==> config.mk <==
export PLATFORM = sky130hd
export DESIGN_NAME = npcs_dist
export DESIGN_NICKNAME = d
export VERILOG_FILES = /design/src/hw/rtl/npcs_pkg.sv /design/src/hw/rtl/npcs_dist.sv
export SDC_FILE = /design/constraint.sdc
export NUM_CORES = 1
export LEC_CHECK = 0
export BUFFER_PORTS_ARGS = -buffer_cell sky130_fd_sc_hd__buf_2
export CAP_MARGIN = 10
export CORE_UTILIZATION = 30
export DETAILED_ROUTE_END_ITERATION = 12
export SETUP_SLACK_MARGIN = 0.15
export SYNTH_ARGS = -nofsm -noshare
export SYNTH_HDL_FRONTEND = slang
export SYNTH_SLANG_ARGS = --single-unit
==> constraint.sdc <==
create_clock -name clk -period 9.42 [get_ports clk]
set_clock_uncertainty 0.15 [all_clocks]
set_input_delay 1.884 -clock clk [delete_from_list [all_inputs] [get_ports clk]]
set_output_delay 1.884 -clock clk [all_outputs]
set_load 0.02 [all_outputs]
==> src/hw/rtl/npcs_pkg.sv <==
// ----------------------------------------------------------------------------
// npcs_pkg
// Shared types and constants for the nearest palette colour search block.
// ----------------------------------------------------------------------------
package npcs_pkg;

  // Palette size and derived address width
  localparam int TABLE_ENTRIES = 4096;
  localparam int ADDR_W        = $clog2(TABLE_ENTRIES);

  // Fixed field widths
  localparam int IDX_W   = 12;
  localparam int CHAN_W  = 8;
  localparam int SQ_W    = 2 * CHAN_W;
  localparam int WGT_W   = 10;
  localparam int DIST_W  = 26;

  // Perceptual weights scaled by 1000
  localparam logic [WGT_W-1:0] W_RED   = WGT_W'(299);
  localparam logic [WGT_W-1:0] W_GREEN = WGT_W'(587);
  localparam logic [WGT_W-1:0] W_BLUE  = WGT_W'(114);

  // Largest distance the weights can produce
  localparam logic [DIST_W-1:0] DIST_MAX = DIST_W'(65025000);

  // Command codes
  localparam logic CMD_LOAD  = 1'b0;
  localparam logic CMD_MATCH = 1'b1;

  // One palette entry
  typedef struct packed {
    logic [CHAN_W-1:0] r;
    logic [CHAN_W-1:0] g;
    logic [CHAN_W-1:0] b;
  } rgb_t;

  // Tag carried alongside each entry through the distance pipeline
  typedef struct packed {
    logic              vld;
    logic              fin;
    logic [ADDR_W-1:0] addr;
  } tag_t;

endpackage

==> src/hw/rtl/npcs_dist.sv <==
// ----------------------------------------------------------------------------
// npcs_dist
// Weighted squared distance pipeline: squares, then weighting, then sum.
// ----------------------------------------------------------------------------
module npcs_dist
  import npcs_pkg::*;
(
  input  logic              clk,
  input  logic              rst_n,
  input  rgb_t              query,
  input  rgb_t              entry,
  input  tag_t              tag_in,
  output rgb_t              entry_out,
  output tag_t              tag_out,
  output logic [DIST_W-1:0] distance
);

  logic [CHAN_W-1:0] dr, dg, db;
  logic [SQ_W-1:0]   sq_r_nxt, sq_g_nxt, sq_b_nxt;
  logic [SQ_W-1:0]   sq_r_r, sq_g_r, sq_b_r;
  rgb_t              ent1_r, ent2_r;
  tag_t              tag1_r, tag2_r;
  logic [DIST_W-1:0] pr_r, pg_r, pb_r;
  logic [DIST_W-1:0] pr_nxt, pg_nxt, pb_nxt;

  // Absolute differences and squares
  always_comb begin
    dr       = (query.r > entry.r) ? (query.r - entry.r) : (entry.r - query.r);
    dg       = (query.g > entry.g) ? (query.g - entry.g) : (entry.g - query.g);
    db       = (query.b > entry.b) ? (query.b - entry.b) : (entry.b - query.b);
    sq_r_nxt = SQ_W'(dr) * SQ_W'(dr);
    sq_g_nxt = SQ_W'(dg) * SQ_W'(dg);
    sq_b_nxt = SQ_W'(db) * SQ_W'(db);
  end

  // Weighting by constant
  always_comb begin
    pr_nxt = DIST_W'(sq_r_r) * DIST_W'(W_RED);
    pg_nxt = DIST_W'(sq_g_r) * DIST_W'(W_GREEN);
    pb_nxt = DIST_W'(sq_b_r) * DIST_W'(W_BLUE);
  end

  // Tag stages
  always_ff @(posedge clk) begin
    if (!rst_n) begin
      tag1_r <= '0;
      tag2_r <= '0;
    end else begin
      tag1_r <= tag_in;
      tag2_r <= tag1_r;
    end
  end

  // Payload stages
  always_ff @(posedge clk) begin
    sq_r_r <= sq_r_nxt;
    sq_g_r <= sq_g_nxt;
    sq_b_r <= sq_b_nxt;
    ent1_r <= entry;
    pr_r   <= pr_nxt;
    pg_r   <= pg_nxt;
    pb_r   <= pb_nxt;
    ent2_r <= ent1_r;
  end

  // Sum fits in DIST_W by construction
  assign distance  = pr_r + pg_r + pb_r;
  assign entry_out = ent2_r;
  assign tag_out   = tag2_r;

endmodule

==> metrics <==
placer's final routability congestion estimate=0.829; Crit Path Class=primary input to flip-flop; top achievable clock speed=123 MHz; Synth Cell Area=19400 um2; Num CTS Buffers=17; leading register cell type out of synthesis=dfxtp_1; row count=92; final period utilization=0.860; antenna violations before repair=0; setup TNS=0 ns; Iter 0 DRT Violations=596; CTS tree=built; cts hold-fix bufs=0; fraction of registers with async set/reset=0; status=completed; total die area=approximately 66000 um2; Post-synth EDFFs=0; IO Pins=128; setup bufs post-CTS=0; Worst Setup Slack, final=1.31 ns; clk buf depth=2; Post-Place Setup Slack=0.781 ns; Clk pin slew, worst setup/hold paths=0.08 ns; H-tree level count=4; Initial DRT Pass Iterations=5; Required @ worst endpoint=9.64 ns; DR vias=13700; worst-path fanout max=6; first-pass GRT wire length=66300 um; Avg WL per Cell=12.9 um; Layout area overhead=11.6%; vias in the first global route=approximately 14000; Starting Density=0.306; HP Class=flip-flop to flip-flop; DRC viols=0; commonest cells after routing, fill and taps aside=ha_1, inv_1, fa_1, dfxtp_1, nor2_1; synth warn=0; area share of the largest cell type after synthesis=0.240; WP data arrival=8.32 ns; post_cts resized=0; post-DP HPWL=33100 um; Filler cells=between 6000 and 7000; Slew HR=0.347; most common cell after layout, fill and taps aside=ha_1; CORE AREA=approximately 64000 um2; Slew Viols, Final=0; fin nets=2773; GRT Overall Usage=0.122; clock root cell=clkbuf_16; area leader, netlist=ha_1; Die W=257 um; Routed Antenna Nets=0; # diodes=0; crit end category=flip-flop; I/O Buffers=~130; register bit total from synthesis=191; Via density=4.57; Synth cell types=82; post-synthesis cell count=about 2000; minimum clock period=just over 8 ns; grt ovf=0; share of cells above drive strength 1=0.0955; CP startpoint kind=primary input; drt total wl=38900 um; fin util=0.341; synthesized area per cell=just under 10 um2; DIE HEIGHT=257 um; MaxCap Viol Count=0; endpoints failing setup=0; Clock Sinks=191; ranking of synthesized cells by area=ha_1, fa_1, dfxtp_1; Tightest Pin Transition=0.952 ns; unrepaired setup endpoints after global routing=false; pin count of the biggest net entering global routing=29; post-synthesis sequential area ratio=0.197; Clock Latency Late Sink=between 0.4 and 0.5 ns; Hold Violations, Final=0
==> registers in the layout, summed over array words and instances (netlist names) <==
register / flops
ent1_r: 24
entry_out: 24
pb_r: 21
pg_r: 25
pr_r: 24
sq_b_r: 15
sq_g_r: 15
sq_r_r: 15
tag1_r: 14
tag_out: 14
==> critical path, cell delays in order <==
cell	delay, ns
buf_2	0.11
inv_1	0.05
ha_1	0.16
inv_1	0.06
fa_1	0.40
a21o_1	0.19
a31o_1	0.29
a211oi_4	0.33
nor2_4	0.09
mux2_4	0.32
o21ai_2	0.24
nor2_1	0.13
fa_1	0.52
fa_1	0.55
inv_1	0.06
fa_1	0.51
fa_1	0.54
inv_1	0.04
ha_1	0.33
or2_2	0.30
a21oi_1	0.19
nor3_1	0.08
a2111oi_0	0.59
a21oi_1	0.17
xnor2_1	0.17
==> final cells by class <==
type / instances / area, um2 / share of cell area
Inverter: 321 / 1200 / 0.0555
Clock inverter: 15 / 205 / 0.00946
Clock buffer: 17 / 425 / 0.0196
Multi-Input combinational cell: 1479 / 14300 / 0.659
Timing Repair Buffer: 133 / 681 / 0.0314
Sequential cell: 191 / 3820 / 0.176
Tap cell: 846 / 1060 / 0.0488
==> metrics by stage <==
| step | cell area [um2] | hold WS [ns] | cells |
|---|---|---|---|
| global placement | 21100 | 0.160 | 2970 |
| detailed placement | 21100 | 0.162 | 2970 |
| floorplan | 19500 | 0.160 | 2019 |
| global route | 21700 | 0.186 | 3002 |
| finish | 21700 | 0.180 | 3002 |
| CTS | 21700 | 0.181 | 3002 |
==> path summary, 6_finish.rpt <==
check                           startpoint       endpoint  slack, ns  depth (start not counted)
worst min register to register  ent1_r[13]  entry_out[13]       0.18                          0
worst max-delay path              query[8]     sq_g_r[15]       1.31                         25
worst max register to register   sq_g_r[9]       pg_r[25]       4.50                         15
worst min-delay path            ent1_r[13]  entry_out[13]       0.18                          0
==> per-layer routing <==
| layer | part of all wire | track usage | routed length (um) |
|---|---|---|---|
| met5 | 0 | 0 | 0 |
| met4 | 0.016 | 0.0397 | 626 |
| met3 | 0.026 | 0.0210 | 998 |
| met2 | 0.44 | 0.194 | 17200 |
| met1 | 0.51 | 0.166 | 20000 |
==> cell families (layout without fill, tap and decap cells) <==
| family | count (synthesis) | in the layout | share of synthesized area |
|---|---|---|---|
| XOR/XNOR | 125 | 125 | 0.0599 |
| AO/OA/AOI/OAI | 370 | 370 | 0.123 |
| multiplexers | 20 | 20 | 0.0122 |
| adder cells (fa/ha/maj) | 566 | 566 | 0.439 |
| AND/OR/NAND/NOR | 391 | 391 | 0.101 |
| buffers and inverters | 349 | 486 | 0.0686 |
| other | 2 | 7 | 0.000386 |
| flip-flops | 191 | 191 | 0.197 |
==> synth_stat cells, types with 3 or more instances <==
| library cell | instances |
|---|---|
| nand2_1 | 61 |
| ha_1 | 373 |
| o211ai_1 | 16 |
| or2_1 | 5 |
| and3_1 | 18 |
| or2_2 | 13 |
| xor2_1 | 36 |
| nand3b_1 | 5 |
| a211oi_1 | 18 |
| mux2i_1 | 15 |
| dfxtp_1 | 191 |
| xnor2_1 | 82 |
| nand3_1 | 25 |
| a211o_1 | 4 |
| or3_1 | 7 |
| nor2_1 | 130 |
| o31ai_1 | 8 |
| a21o_1 | 51 |
| o22ai_1 | 5 |
| o21a_1 | 14 |
| fa_1 | 193 |
| a21boi_0 | 4 |
| inv_1 | 320 |
| xor2_2 | 3 |
| a21oi_1 | 125 |
| nand4_1 | 13 |
| o21ai_1 | 3 |
| clkbuf_1 | 19 |
| o21bai_1 | 16 |
| a31oi_1 | 12 |
| nand2b_1 | 16 |
| buf_2 | 6 |
| nor3_1 | 24 |
| nor2b_1 | 20 |
| a2111oi_0 | 5 |
| and2_1 | 36 |
| o21ai_0 | 57 |
Power is left out: the tool's default activity adds up to more than one toggle a clock period on the data nets, which glitch-free logic cannot reach.
